<file path="config.mk">
export PLATFORM = sky130hd
export DESIGN_NAME = vat_sat
export DESIGN_NICKNAME = d
export VERILOG_FILES = /design/src/hdl/vat_pkg.sv /design/src/hdl/vat_sat.sv
export SDC_FILE = /design/constraint.sdc
export NUM_CORES = 1
export LEC_CHECK = 0
export BUFFER_PORTS_ARGS = -buffer_cell sky130_fd_sc_hd__buf_2
export CAP_MARGIN = 15
export CORE_ASPECT_RATIO = 1.2
export CORE_MARGIN = 2
export CORE_UTILIZATION = 44
export DETAILED_ROUTE_END_ITERATION = 6
export GPL_TIMING_DRIVEN = 0
export PLACE_DENSITY = 0.8
export RECOVER_POWER = 50
export SLEW_MARGIN = 10
export SYNTH_ARGS = -nofsm -noshare
export SYNTH_HDL_FRONTEND = slang
export SYNTH_SLANG_ARGS = --single-unit
</file>
<file path="constraint.sdc">
create_clock -name clk -period 4.65 [get_ports clk]
set_clock_uncertainty 0.1 [all_clocks]
set_input_delay 0.6975 -clock clk [delete_from_list [all_inputs] [get_ports clk]]
set_output_delay 0.6975 -clock clk [all_outputs]
set_load 0.03 [all_outputs]
</file>
<file path="src/hdl/vat_pkg.sv">
`timescale 1ns / 1ps
// ----------------------------------------------------------------------------
// vat_pkg
// Shared widths, operation codes, register indexes and stage payload types
// for the vertex affine transform pipeline.
// ----------------------------------------------------------------------------
package vat_pkg;

  localparam int COORD_W   = 32;
  localparam int ANGLE_W   = 16;
  localparam int CFG_IDX_W = 3;
  localparam int CFG_DAT_W = 32;

  // product and rounding widths
  localparam int PROD_RW   = COORD_W + ANGLE_W;   // coord * cos/sin
  localparam int PROD_SW   = 2 * COORD_W;         // coord * scale
  localparam int ROT_SUM_W = PROD_RW + 1;
  localparam int ROT_FRAC  = ANGLE_W - 2;         // Q2.14
  localparam int SCL_FRAC  = 16;                  // Q16.16
  localparam int WIDE_W    = PROD_SW - SCL_FRAC;

  typedef enum logic [2:0] {
    MODE_MOVE_X = 3'd0,
    MODE_MOVE_Y = 3'd1,
    MODE_MOVE_Z = 3'd2,
    MODE_ROT_X  = 3'd3,
    MODE_ROT_Y  = 3'd4,
    MODE_ROT_Z  = 3'd5,
    MODE_SCALE  = 3'd6
  } mode_t;

  localparam logic [CFG_IDX_W-1:0] REG_OP_MODE      = 3'd0;
  localparam logic [CFG_IDX_W-1:0] REG_COS_ANGLE    = 3'd1;
  localparam logic [CFG_IDX_W-1:0] REG_SIN_ANGLE    = 3'd2;
  localparam logic [CFG_IDX_W-1:0] REG_SHIFT_AMOUNT = 3'd3;
  localparam logic [CFG_IDX_W-1:0] REG_SCALE_RATIO  = 3'd4;

  localparam logic signed [ANGLE_W-1:0] COS_RESET   = 16'sd16384;
  localparam logic signed [COORD_W-1:0] SCALE_RESET = 32'sd65536;

  typedef logic signed [COORD_W-1:0] coord_t;
  typedef logic signed [ANGLE_W-1:0] angle_t;
  typedef logic signed [PROD_RW-1:0] prod_r_t;
  typedef logic signed [PROD_SW-1:0] prod_s_t;
  typedef logic signed [WIDE_W-1:0]  wide_t;

  typedef struct packed {
    mode_t  op_mode;
    angle_t cos_angle;
    angle_t sin_angle;
    coord_t shift_amount;
    coord_t scale_ratio;
  } cfg_t;

  typedef struct packed {
    coord_t x;
    coord_t y;
    coord_t z;
    logic   last;
  } vtx_t;

  typedef struct packed {
    coord_t  x;
    coord_t  y;
    coord_t  z;
    prod_r_t xc;
    prod_r_t xs;
    prod_r_t yc;
    prod_r_t ys;
    prod_r_t zc;
    prod_r_t zs;
    prod_s_t xk;
    prod_s_t yk;
    prod_s_t zk;
    logic    last;
  } prod_t;

  typedef struct packed {
    wide_t x;
    wide_t y;
    wide_t z;
    logic  last;
  } wide_vtx_t;

endpackage

</file>
<file path="src/hdl/vat_sat.sv">
`timescale 1ns / 1ps
// ----------------------------------------------------------------------------
// vat_sat
// Output stage: clamps each widened coordinate to the signed coordinate
// range and holds the result beat for the downstream receiver.
// ----------------------------------------------------------------------------
module vat_sat import vat_pkg::*; (
  input  logic      clk,
  input  logic      rst_n,
  input  logic      in_valid,
  output logic      in_ready,
  input  wide_vtx_t in_data,
  output logic      out_valid,
  input  logic      out_ready,
  output vtx_t      out_data
);

  localparam coord_t COORD_MAX = {1'b0, {(COORD_W-1){1'b1}}};
  localparam coord_t COORD_MIN = {1'b1, {(COORD_W-1){1'b0}}};

  function automatic coord_t saturate(input wide_t v);
    logic [WIDE_W-COORD_W:0] top_bits;
    top_bits = v[WIDE_W-1:COORD_W-1];
    if ((&top_bits) || !(|top_bits)) begin
      return v[COORD_W-1:0];
    end else if (v[WIDE_W-1]) begin
      return COORD_MIN;
    end else begin
      return COORD_MAX;
    end
  endfunction

  logic valid_r;
  vtx_t data_r;
  vtx_t data_nxt;

  assign in_ready  = !valid_r || out_ready;
  assign out_valid = valid_r;
  assign out_data  = data_r;

  always_comb begin
    data_nxt.x    = saturate(in_data.x);
    data_nxt.y    = saturate(in_data.y);
    data_nxt.z    = saturate(in_data.z);
    data_nxt.last = in_data.last;
  end

  always_ff @(posedge clk) begin
    if (!rst_n) begin
      valid_r <= 1'b0;
    end else if (in_ready) begin
      valid_r <= in_valid;
    end
  end

  always_ff @(posedge clk) begin
    if (in_valid && in_ready) begin
      data_r <= data_nxt;
    end
  end

endmodule

</file>
-- Word level (Yosys, flattened, before mapping)
Index checks and enable logic that the tools add are counted.
- register bits: 98
- input port bits: 149
- output and inout port bits: 99
- logic and storage cells: 26
- mux-type cells: 6
- reductions and logical operators: 15
- operator list (cell ; count):
    32-bit two-way mux ; 6
    17-bit AND reduction ; 3
    17-bit OR reduction ; 3
    1-bit logical NOT ; 4
    1-bit logical OR ; 4
    1-bit logical AND ; 1

-- Logic depth before layout (Yosys ltp)
- depth in word-level cells: 4
- mapped depth: 6
- depth with buffers taken out: 5

-- Worst setup path after synthesis
OpenSTA, ideal clock, no wires.
- path type: input-to-reg
- start point: in out_ready
- end point: reg data_r (netlist bit out_data[0]) (enable)
- library setup time: 0.466 ns
- arrival time: 3.320 ns
- data required time: 4.084 ns
- slack: 0.763 ns
- stages on the path: 2
- buffers on the path: 0
- cells stage by stage: nand2b_1 > and2_1
- longest elaborated chain between the ends: 2
- RTL lines (what ; RTL line ; text):
    start, declared ; vat_sat.sv:14 ; input logic out_ready,
    1-bit logical OR ; vat_sat.sv:37 ; assign in_ready = !valid_r || out_ready;
    1-bit logical AND ; vat_sat.sv:57 ; if (in_valid && in_ready) begin
    end signal, assigned ; vat_sat.sv:58 ; data_r <= data_nxt;
    end, declared ; vat_sat.sv:34 ; vtx_t data_r;
Every way passes these cells.
A chain may end at the register's enable or synchronous reset.

==> summary.md <==
| Metric | Value |
|---|---|
| Global-route wire length before repair | 16100 µm |
| Hold Path Class | input pin to flop |
| Dpl cells | roughly 630 |
| Hold path cells | 1 |
| Max-cap violation count | 0 |
| Status | finished clean |
| I/O pins | between 200 and 250 |
| Die X | ~94 µm |
| Post-synth EDFFs | between 90 and 100 |
| Worst r2r dst | out_data[10] |
| DP Wirelength | around 8000 µm |
| Row count | 39 |
| Commonest cells in the netlist | edfxtp_1 (97), a21o_2 (83), buf_6 (18), nand4_1 (12), a21o_1 (10) |
| Total grt overflow | 0 |
| Core Region | around 0.0095 mm² |
| Fillers | approximately 810 |
| Layout Cells excl Fill | roughly 650 |
| Register-to-Register Setup Slack | slightly below 3 ns |
| Die H | approximately 110 µm |
| Leading cell type by number of instances after synthesis | edfxtp_1 |
| Via density | between 4 and 5 |
| CTS resizes | 0 |
| Synth Area per Inst | around 16 µm² |
| Worst Hold Path EP | out_data[0] |
| DRC viols | 0 |
| Final Max Tran Viols | 0 |
| Worst-skew pair later-pin latency | approximately 0.33 ns |
| Peak VDD IR | ~0.18 mV |
| Critical Path RT | about 4.6 ns |
| Routed wire per std cell | 16.3 µm |
| Crit Path Class | input pin to flop |
| H-tree levels | 3 |
| DRT iter0 DRCs | between 90 and 100 |
| R2R depth | 3 |
| Final period utilization | 45.9% |
| RePlAce Congestion | 0.798 |
| Post-Route Utilization | 61.4% |
| Global Route Usage Sum | between 10% and 20% |
| Final Hold Slack | between 0.4 and 0.5 ns |
| Antenna Nets Post-Route | 0 |
| Initial antenna violation count | 1 |
| Longest Clk Path Bufs | 2 |
| Leading area contributor after synthesis | edfxtp_1 |
| Max Fclk | between 400 and 500 MHz |
| Worst setup margin | roughly 2.5 ns |
| Mapped Nets | approximately 400 |
| Final hold viol count | 0 |
| CTS buffer count | 9 |
| Post-Syn Instances | about 260 |
| Crit-path max FO | 10 |
| Iteration count of the initial detailed-routing pass | 4 |
| Yosys warns | 0 |
| Hold wc startpoint | in_data[0] |
| Leakage | around 2.5 nW |
| Crit path max-delay cell type | nor4_1 |
| CP Data Arrival Time | 2.12 ns |
| Final setup TNS | 0 ns |
| Port bufs | roughly 250 |
| Power Density | ~340 mW/mm² |
| Die area | 0.0106 mm² |
| CTS tree | done |
| Asr flop ratio synth | 0% |
| Unrepaired setup endpoints after global routing | no |
| Reg clk slew, reported paths | 0.07 ns |
| Min Clock Period, post-route | around 2.1 ns |
| FF+latch count, synth | 98 |
| Proportion of layout cells with a drive suffix above 1 | 52.0% |
| Hold buffers post-CTS | 0 |
| CP peak stage delay | 0.38 ns |
| Clock sink count | 98 |
| Worst slew margin | between 50% and 60% |
| Mapped cell area | about 0.0043 mm² |
| Synth top area share | 67.8% |
| Ys flop type | edfxtp_1 |
| Nets | 669 |
| Top cells by area, synth | edfxtp_1 (68%), a21o_2 (17%), buf_6 (4.7%) |
| Final setup viols | 0 |
| Initial Util | 45.1% |
| Setup bufs post-CTS | 0 |
| Worst Tran Pin Value | about 0.6 ns |
| Vias | 3241 |
| Critical Path End Type | flop |
| Synth cell types | 18 |
| Clock root cell | clkbuf_16 |
| Layout area overhead | 36.1% |
| Element type at the critical path start | input pin |
| Reg2reg start | out_valid |
| Sequential share of the synthesized area | 68.3% |
| Largest net degree at the start of global routing | between 50 and 60 |
| Vias in the first global route | 3385 |
| Worst slack, placed | 2.20 ns |
| Routed wire length | approximately 11000 µm |
| CP Cell Sequence | buf_2, nor4_1, nand4_1, nor4_2, a311oi_2, buf_6, a21o_2 |
==> routing by layer <==
layer | track usage (%) | share of wire, % | wire [µm] | vias to the layer above
met2 | 35.1 | 52 | 5550 | 155
li1 | - | - | - | 1546
met4 | 8.70 | 1.9 | 200 | 0
met3 | 6.31 | 10 | 1070 | 15
met1 | 21.6 | 36 | 3760 | 1525
met5 | 0 | 0 | 0 | -
==> cell families (layout without fill, tap and decap cells) <==
logic type	Yosys count	in the layout	share of synthesized area [%]
DFF	98	98	68.3
AOI/OAI and AO/OA	100	100	20.5
buffers and inverters	22	286	5.07
and+or+nand+nor	41	41	6.15
other	0	1	0
==> flip-flops by register name, summed over array words and instances, names as in the netlist <==
| register | flops |
|---|---|
| out_data | 97 |
| out_valid | 1 |
==> cells in the final DEF (no fill, tap or decap), types with 6 or more instances in the layout <==
cell and n:
a21o_1 10, a21o_2 83, buf_2 146, buf_6 18, clkbuf_1 107, clkbuf_16 9
edfxtp_1 97, nand4_1 12, nor2_1 9, nor4_1 6, nor4_2 6
==> where the power goes <==
group          internal, W  total (W)  switching [W]
sequential         0.00103    0.00105      0.0000133
clock             0.000359   0.000650       0.000291
combinational     0.000109   0.000307       0.000198
total              0.00150    0.00200       0.000502
==> worst max path at each step <==
stage                 startpoint           end  slack [ns]  cells past startpoint
finish               in_data[38]  out_data[10]        2.52                      7
floorplan              out_ready   out_data[0]        0.76                      2
CTS                  in_data[38]  out_data[10]        2.56                      7
global placement       out_ready  out_data[32]        0.18                      3
detailed placement   in_data[38]  out_data[24]        2.20                      7
global route        in_data[133]  out_data[86]        2.43                      7
==> metrics by stage <==
stage          power [W]  cell area, µm²
3_5_place_dp     0.00139            5720
4_1_cts          0.00203            5970
6_report         0.00200            5850
5_1_grt          0.00207            5850
3_3_place_gp     0.00138            5690
2_1_floorplan    0.00125            4300
==> worst max-delay path: cells and delay by family <==
family / cells / cell delay (ns)
buf+inv: 2 / 0.32
compound gates: 2 / 0.33
simple gates: 3 / 0.78
==> final cells by class <==
type	instances	area (µm²)	share of cell area (%)
Tap cell	123	154	2.63
Inverter	1	3.75	0.0642
Antenna cell	1	2.50	0.0428
Buffer	21	214	3.66
Clock buffer	12	236	4.04
Sequential cell	98	2930	50.2
Clock inverter	4	18.8	0.321
Multi-Input combinational cell	141	1150	19.6
Timing Repair Buffer	248	1140	19.5
(Power assumes the default switching activity.)
