`src/hdl/vat_pkg.sv`:
```
`timescale 1ns / 1ps
// ----------------------------------------------------------------------------
// vat_pkg
// Shared widths, operation codes, register indexes and stage payload types
// for the vertex affine transform pipeline.
// ----------------------------------------------------------------------------
package vat_pkg;

  localparam int COORD_W   = 32;
  localparam int ANGLE_W   = 16;
  localparam int CFG_IDX_W = 3;
  localparam int CFG_DAT_W = 32;

  // product and rounding widths
  localparam int PROD_RW   = COORD_W + ANGLE_W;   // coord * cos/sin
  localparam int PROD_SW   = 2 * COORD_W;         // coord * scale
  localparam int ROT_SUM_W = PROD_RW + 1;
  localparam int ROT_FRAC  = ANGLE_W - 2;         // Q2.14
  localparam int SCL_FRAC  = 16;                  // Q16.16
  localparam int WIDE_W    = PROD_SW - SCL_FRAC;

  typedef enum logic [2:0] {
    MODE_MOVE_X = 3'd0,
    MODE_MOVE_Y = 3'd1,
    MODE_MOVE_Z = 3'd2,
    MODE_ROT_X  = 3'd3,
    MODE_ROT_Y  = 3'd4,
    MODE_ROT_Z  = 3'd5,
    MODE_SCALE  = 3'd6
  } mode_t;

  localparam logic [CFG_IDX_W-1:0] REG_OP_MODE      = 3'd0;
  localparam logic [CFG_IDX_W-1:0] REG_COS_ANGLE    = 3'd1;
  localparam logic [CFG_IDX_W-1:0] REG_SIN_ANGLE    = 3'd2;
  localparam logic [CFG_IDX_W-1:0] REG_SHIFT_AMOUNT = 3'd3;
  localparam logic [CFG_IDX_W-1:0] REG_SCALE_RATIO  = 3'd4;

  localparam logic signed [ANGLE_W-1:0] COS_RESET   = 16'sd16384;
  localparam logic signed [COORD_W-1:0] SCALE_RESET = 32'sd65536;

  typedef logic signed [COORD_W-1:0] coord_t;
  typedef logic signed [ANGLE_W-1:0] angle_t;
  typedef logic signed [PROD_RW-1:0] prod_r_t;
  typedef logic signed [PROD_SW-1:0] prod_s_t;
  typedef logic signed [WIDE_W-1:0]  wide_t;

  typedef struct packed {
    mode_t  op_mode;
    angle_t cos_angle;
    angle_t sin_angle;
    coord_t shift_amount;
    coord_t scale_ratio;
  } cfg_t;

  typedef struct packed {
    coord_t x;
    coord_t y;
    coord_t z;
    logic   last;
  } vtx_t;

  typedef struct packed {
    coord_t  x;
    coord_t  y;
    coord_t  z;
    prod_r_t xc;
    prod_r_t xs;
    prod_r_t yc;
    prod_r_t ys;
    prod_r_t zc;
    prod_r_t zs;
    prod_s_t xk;
    prod_s_t yk;
    prod_s_t zk;
    logic    last;
  } prod_t;

  typedef struct packed {
    wide_t x;
    wide_t y;
    wide_t z;
    logic  last;
  } wide_vtx_t;

endpackage

```
`src/hdl/vat_comb.sv`:
```
`timescale 1ns / 1ps
// ----------------------------------------------------------------------------
// vat_comb
// Second pipeline stage: selects the operation, adds product pairs, rounds
// to Q16.16 and registers the widened, not yet saturated, coordinates.
// ----------------------------------------------------------------------------
module vat_comb import vat_pkg::*; (
  input  logic      clk,
  input  logic      rst_n,
  input  cfg_t      cfg,
  input  logic      in_valid,
  output logic      in_ready,
  input  prod_t     in_data,
  output logic      out_valid,
  input  logic      out_ready,
  output wide_vtx_t out_data
);

  localparam logic signed [ROT_SUM_W-1:0] ROT_HALF = ROT_SUM_W'(1) << (ROT_FRAC - 1);
  localparam logic signed [PROD_SW-1:0]   SCL_HALF = PROD_SW'(1) << (SCL_FRAC - 1);

  // round half up, floor shift
  function automatic wide_t rot_round(input logic signed [ROT_SUM_W-1:0] v);
    logic signed [ROT_SUM_W-1:0] t;
    t = v + ROT_HALF;
    return WIDE_W'(t >>> ROT_FRAC);
  endfunction

  function automatic wide_t scl_round(input prod_s_t v);
    prod_s_t t;
    t = v + SCL_HALF;
    return WIDE_W'(t >>> SCL_FRAC);
  endfunction

  logic      valid_r;
  wide_vtx_t data_r;
  wide_vtx_t data_nxt;
  logic      scale_pos;

  assign in_ready  = !valid_r || out_ready;
  assign out_valid = valid_r;
  assign out_data  = data_r;

  assign scale_pos = !cfg.scale_ratio[COORD_W-1] && (cfg.scale_ratio != '0);

  always_comb begin
    data_nxt.x    = WIDE_W'(in_data.x);
    data_nxt.y    = WIDE_W'(in_data.y);
    data_nxt.z    = WIDE_W'(in_data.z);
    data_nxt.last = in_data.last;
    unique case (cfg.op_mode)
      MODE_MOVE_X: data_nxt.x = WIDE_W'(in_data.x) + WIDE_W'(cfg.shift_amount);
      MODE_MOVE_Y: data_nxt.y = WIDE_W'(in_data.y) + WIDE_W'(cfg.shift_amount);
      MODE_MOVE_Z: data_nxt.z = WIDE_W'(in_data.z) + WIDE_W'(cfg.shift_amount);
      MODE_ROT_X: begin
        data_nxt.y = rot_round(ROT_SUM_W'(in_data.yc) - ROT_SUM_W'(in_data.zs));
        data_nxt.z = rot_round(ROT_SUM_W'(in_data.ys) + ROT_SUM_W'(in_data.zc));
      end
      MODE_ROT_Y: begin
        data_nxt.x = rot_round(ROT_SUM_W'(in_data.xc) + ROT_SUM_W'(in_data.zs));
        data_nxt.z = rot_round(ROT_SUM_W'(in_data.zc) - ROT_SUM_W'(in_data.xs));
      end
      MODE_ROT_Z: begin
        data_nxt.x = rot_round(ROT_SUM_W'(in_data.xc) - ROT_SUM_W'(in_data.ys));
        data_nxt.y = rot_round(ROT_SUM_W'(in_data.xs) + ROT_SUM_W'(in_data.yc));
      end
      MODE_SCALE: begin
        if (scale_pos) begin
          data_nxt.x = scl_round(in_data.xk);
          data_nxt.y = scl_round(in_data.yk);
          data_nxt.z = scl_round(in_data.zk);
        end
      end
      default: ;
    endcase
  end

  always_ff @(posedge clk) begin
    if (!rst_n) begin
      valid_r <= 1'b0;
    end else if (in_ready) begin
      valid_r <= in_valid;
    end
  end

  always_ff @(posedge clk) begin
    if (in_valid && in_ready) begin
      data_r <= data_nxt;
    end
  end

endmodule

```
`config.mk`:
```
export PLATFORM = sky130hd
export DESIGN_NAME = vat_comb
export DESIGN_NICKNAME = d
export VERILOG_FILES = /design/src/hdl/vat_pkg.sv /design/src/hdl/vat_comb.sv
export SDC_FILE = /design/constraint.sdc
export NUM_CORES = 2
export LEC_CHECK = 0
export BUFFER_PORTS_ARGS = -buffer_cell sky130_fd_sc_hd__buf_2
export CAP_MARGIN = 20
export CELL_PAD_IN_SITES_DETAIL_PLACEMENT = 1
export CELL_PAD_IN_SITES_GLOBAL_PLACEMENT = 2
export CORE_ASPECT_RATIO = 0.9
export CORE_MARGIN = 2
export CORE_UTILIZATION = 27
export DETAILED_ROUTE_END_ITERATION = 10
export PLACE_DENSITY = 0.7
export SETUP_SLACK_MARGIN = 0.1
export SLEW_MARGIN = 20
export SYNTH_ARGS = -nofsm -noshare
export SYNTH_HDL_FRONTEND = slang
export SYNTH_SLANG_ARGS = --single-unit
export TNS_END_PERCENT = 100
```
`constraint.sdc`:
```
create_clock -name clk -period 5.1 [get_ports clk]
set_clock_uncertainty 0.2 [all_clocks]
set_input_delay 0.51 -clock clk [delete_from_list [all_inputs] [get_ports clk]]
set_output_delay 0.51 -clock clk [all_outputs]
set_load 0.005 [all_outputs]
```
After elaboration in Yosys (flattened, before gate mapping)
Cells that the tools add are included.
Widths: inputs -> output; s select.
Cells by class
  $add $sub $neg: 18
  $mul: 0
  divide/modulo/power cells: 0
  $lt $le $gt $ge: 0
  eq/ne operators: 6
  shifts and indexed selects: 0
  muxes and demuxes: 4
  bitwise gates (word level): 0
  reductions and logical operators: 7
Operators with widths (number)
  $pmux 48 s4: 3
  $add 49x15->49 const B: 6
  $add 64x17->64 const B: 3
  $add 48x48->49: 3
  $sub 48x48->49: 3
  $mux 144: 1
  $add 32x32->33: 3
  $reduce_bool 32->1: 1
  $eq 3x3->1 const B: 3
  $eq 3x2->1 const B: 2
  $eq 3x1->1 const B: 1
  $logic_not 3->1: 1
  $logic_and 1x1->1: 2
  $logic_not 1->1: 2
  $logic_or 1x1->1: 1
Storage, ports and cells
  bits in registers: 146
  latch bits: 0
  RAM bits: 0
  bits in read-only memories: 0
  output and inout bits: 147
  memories: 0

Depth between registers and ports, before layout
  word-level depth: 4
  gate-level depth with buffers: 17
  depth with buffers taken out: 15

Least setup slack after synthesis
OpenSTA, ideal clock, no wires.
  path type: in2reg
  start: input out_ready
  end: register data_r, in the netlist out_data[0], enable pin
  data arrival time: 3.993 ns
  required time: 4.378 ns
  slack: 0.385 ns
  stages: 2
  buffers on the path: 0
  cells stage by stage: nand2b_1 and2_1
Between the ends
  word-level cells in the longest chain between the ends: 2
Ends and longest elaborated chain
  start: declaration: RTL line vat_comb.sv:15  | input logic out_ready,
  $logic_or 1x1->1: RTL line vat_comb.sv:40  | assign in_ready = !valid_r || out_ready;
  $logic_and 1x1->1: RTL line vat_comb.sv:87  | if (in_valid && in_ready) begin
  end signal: assignment: RTL line vat_comb.sv:88  | data_r <= data_nxt;
  end: declaration: RTL line vat_comb.sv:36  | wide_vtx_t data_r;
No other way between the ends.
A chain may end at the register's enable or synchronous reset.

==> summary.txt <==
Flow run
  • # Max-Cap Violations: 0

Synthesis
  • Synthesized cell area: 32800 um^2
  • Post-synth top area share: 0.250
  • Post-Synthesis Cells: between 4000 and 5000
  • Syn. warnings: 0
  • Number of unique standard cell types used by synthesis: 87
  • Dominant cells by area after synthesis: sky130_fd_sc_hd__ha_1 (25%), sky130_fd_sc_hd__edfxtp_1 (13%), sky130_fd_sc_hd__a21oi_1 (5.8%)
  • Async S/R FF share, synth: 0
  • Part of the Yosys area used for sequential elements: 0.133
  • Synth Area per Inst: 7.61 um^2
  • Number of enable-type register cells in the synthesized netlist: 145
  • Register bit total from synthesis: around 150
  • Cell type with the highest aggregate area in the netlist: sky130_fd_sc_hd__ha_1
  • Syn Nets: 5655
  • Most used flip-flop cell after synthesis: sky130_fd_sc_hd__edfxtp_1

STA
  • Number of max-slew violations in the final report: 0
  • Post-route setup slack: 0.680 ns
  • Shortest clock period the worst path allows after layout: 4.42 ns
  • Final count of negative-setup-slack endpoints: 0
  • Fmax achieved: 0.226 GHz
  • RSZ-0062 raised after global routing: no
  • Final period utilization: 0.867
  • Actual transition at the worst max-transition pin: a little over 1 ns
  • Hold violation count in the final report: 0
  • TNS Setup: 0 ns
  • Slew margin rel.: 0.318

Setup path
  • Category of the worst setup path launch point: primary input
  • Slowest cell on the critical path: sky130_fd_sc_hd__a2111oi_0
  • Data required time of the worst path: 5.18 ns
  • Delay of the slowest cell on the worst path: ~0.5 ns
  • Cells along the critical path: buf_2 -> inv_1 -> ha_1 -> ha_1 -> a21oi_1 -> o21ai_0 -> or3_1 -> a2111oi_0 -> buf_4 -> o21ai_1 -> a21o_1 -> o21ai_1 -> buf_4 -> o21bai_1 -> o41ai_2 -> mux2i_1 -> buf_4 -> o211ai_1
  • Highest net fanout along the worst path: 14
  • Cell with the most instances on the worst path: sky130_fd_sc_hd__buf_4
  • Startpoint of the most critical register-to-register path: out_valid
  • Worst Path Class, Setup: primary input to flip-flop
  • Type of element capturing the critical path: flip-flop
  • Arrival time reported for the critical path endpoint: 4.50 ns
  • Worst Setup SP: in_data[307]

Drt
  • DRT Wirelength: 197000 um
  • DRC errors left: 0
  • Wire length per cell after detailed routing: 29.1 um
  • Number of nets with antenna violations after detailed routing: 0
  • Via total after detailed routing: 38182
  • Number of optimization iterations in the first detailed-route pass: 5
  • Violation count after the first detailed-routing iteration: ~3500
  • Via-to-Cell Ratio: between 5 and 6

Die
  • Initial standard-cell utilization of the core: 0.272
  • Count of boundary I/O pins: about 830
  • Die Outline Area: 124000 um^2
  • Cell row count: 121
  • X dimension of the die: 372 um
  • Core area: 121000 um^2
  • Die height: around 330 um

Place
  • PortBufs: 749
  • Placed cell areas: 39500 um^2
  • Routability-driven placement congestion ratio: 0.945
  • Setup slack after placement: 0.0868 ns
  • Final HPWL DP: 173000 um

GRT
  • Fraction of met3 tracks used by global routing: 0.0644
  • Number of global-route vias before repair: 37671
  • Met1 Resource Use GR: 0.433
  • Pin count of the biggest net entering global routing: 85
  • Most congested layer reported by global routing: met2
  • Overall Global Routing Usage: 0.307
  • Met2 capacity usage during global routing: 0.471
  • Wire length of the first global-routing pass: between 200000 and 300000 um
  • Antenna violations before repair: 114
  • Total overflow reported by the global router: 0

CTS
  • Number of buffers between clock root and the deepest sink: 2
  • Clock tree from TritonCTS: done
  • H-Tree Depth: 4
  • Total CTS buffers: 17
  • CTS Hold Bufs: 3
  • Clock Root Buffer: sky130_fd_sc_hd__clkbuf_16
  • Resized Gates After CTS: 0
  • CTS sink count: 146
  • Clock transition at the register clock pins on the worst setup and hold paths after CTS: 0.08 ns
  • Count of buffers added by post-CTS timing repair for setup: 0
  • Clock latency reported for the late side of the worst-skew pair: 0.55 ns

Run status
  • Result of the run: complete, no violations

Pwr
  • Peak supply drop: roughly 0.00022 V
  • Total power per unit cell area: 204 nW/um^2
  • Leakage power: 19.3 nW

Layout
  • Total of fill cells in the finished design: 14965
  • Final layout net count: 6469
  • Area growth syn-to-layout: 22.7%
  • Post-route cell area: about 40000 um^2
  • Fraction of layout cells with a size suffix above 1: 0.196

Worst hold path
  • Launch instance of the worst min-delay path: in_data[484]
  • Hold Path Class: primary input to flip-flop
## cell families after synthesis
group	count (synthesis)	share of synthesized area
simple gates	1335	0.192
xor+xnor	374	0.0997
fa+ha+maj	660	0.252
flops	146	0.133
buf+inv	386	0.0447
compound gates	1396	0.272
mux	18	0.00552
## cell usage in the layout, fill, tap and decap left out, types with 22 or more instances in the layout
master,count
sky130_fd_sc_hd__nand2_1,407
sky130_fd_sc_hd__nand4_1,89
sky130_fd_sc_hd__nand3_1,122
sky130_fd_sc_hd__buf_2,749
sky130_fd_sc_hd__and3_1,78
sky130_fd_sc_hd__buf_4,174
sky130_fd_sc_hd__edfxtp_1,145
sky130_fd_sc_hd__nor2b_1,34
sky130_fd_sc_hd__a21oi_1,382
sky130_fd_sc_hd__a31oi_1,58
sky130_fd_sc_hd__xnor2_1,215
sky130_fd_sc_hd__nor3_1,64
sky130_fd_sc_hd__nand2b_1,46
sky130_fd_sc_hd__or3_1,22
sky130_fd_sc_hd__o211ai_1,57
sky130_fd_sc_hd__o22ai_1,42
sky130_fd_sc_hd__a21o_1,156
sky130_fd_sc_hd__o21bai_1,33
sky130_fd_sc_hd__a221oi_1,39
sky130_fd_sc_hd__inv_1,249
sky130_fd_sc_hd__ha_1,657
sky130_fd_sc_hd__o21a_1,35
sky130_fd_sc_hd__xor2_1,159
sky130_fd_sc_hd__nor2_1,363
sky130_fd_sc_hd__o21ai_0,307
sky130_fd_sc_hd__a211oi_1,58
sky130_fd_sc_hd__diode_2,51
## where the power goes
| group | total, mW | switching, mW | internal, mW |
|---|---|---|---|
| clock network | 1.42 | 0.721 | 0.703 |
| registers | 1.53 | 0.0346 | 1.49 |
| logic | 5.27 | 3.35 | 1.92 |
## critical path, delay by kind of cell
kind / cells / cell delay [ns]
AOI/OAI and AO/OA: 9 / 1.89
muxes: 1 / 0.23
buffers and inverters: 5 / 0.82
adders and majority gates: 2 / 0.64
and+or+nand+nor: 1 / 0.41
## per-stage QoR
stage	total power, mW	hold WS, ns	util	instances
5_1_grt	8.71	0.148	0.333	6769
3_5_place_dp	6.67	0.336	0.327	6706
2_1_floorplan	4.40	0.337	-	4315
6_report	8.22	0.136	0.334	6792
4_1_cts	8.17	0.0916	0.332	6741
3_3_place_gp	6.65	0.329	0.327	6706
## registers in the layout, summed over array words and instances, names as in the netlist
register / flops
out_valid: 1
out_data: 145
## routing by layer
metal / routed length [um] / part of all wire
met5: 345 / 0.0017
met4: 4890 / 0.025
met3: 15900 / 0.081
met2: 84300 / 0.43
met1: 92000 / 0.47
## synth_stat cells (65+ instances only)
cell	instances
sky130_fd_sc_hd__clkbuf_1	125
sky130_fd_sc_hd__xnor2_1	215
sky130_fd_sc_hd__nand2_1	407
sky130_fd_sc_hd__nand3_1	122
sky130_fd_sc_hd__nand4_1	89
sky130_fd_sc_hd__edfxtp_1	145
sky130_fd_sc_hd__o21ai_0	308
sky130_fd_sc_hd__xor2_1	159
sky130_fd_sc_hd__ha_1	657
sky130_fd_sc_hd__inv_1	249
sky130_fd_sc_hd__nor3_1	65
sky130_fd_sc_hd__and3_1	78
sky130_fd_sc_hd__a21o_1	156
sky130_fd_sc_hd__a21oi_1	383
sky130_fd_sc_hd__nor2_1	367
## area by class of cell
cell class,count,area [um^2],area share
inverters,249,935,0.0232
clock buffers,17,425,0.0106
flip-flops and latches,146,4370,0.109
well taps,1599,2000,0.0497
diodes,51,128,0.00317
multi-input cells,3783,27000,0.671
repair buffers,932,5200,0.129
clock inverters,15,191,0.00475
## final timing paths
kind                   end  slack, ns  cells past startpoint
max reg2reg   out_data[62]       2.95                      3
min            out_data[4]       0.14                      3
min reg2reg   out_data[35]       0.79                      2
max          out_data[135]       0.68                     18
Power figures use the tool's default switching activity.
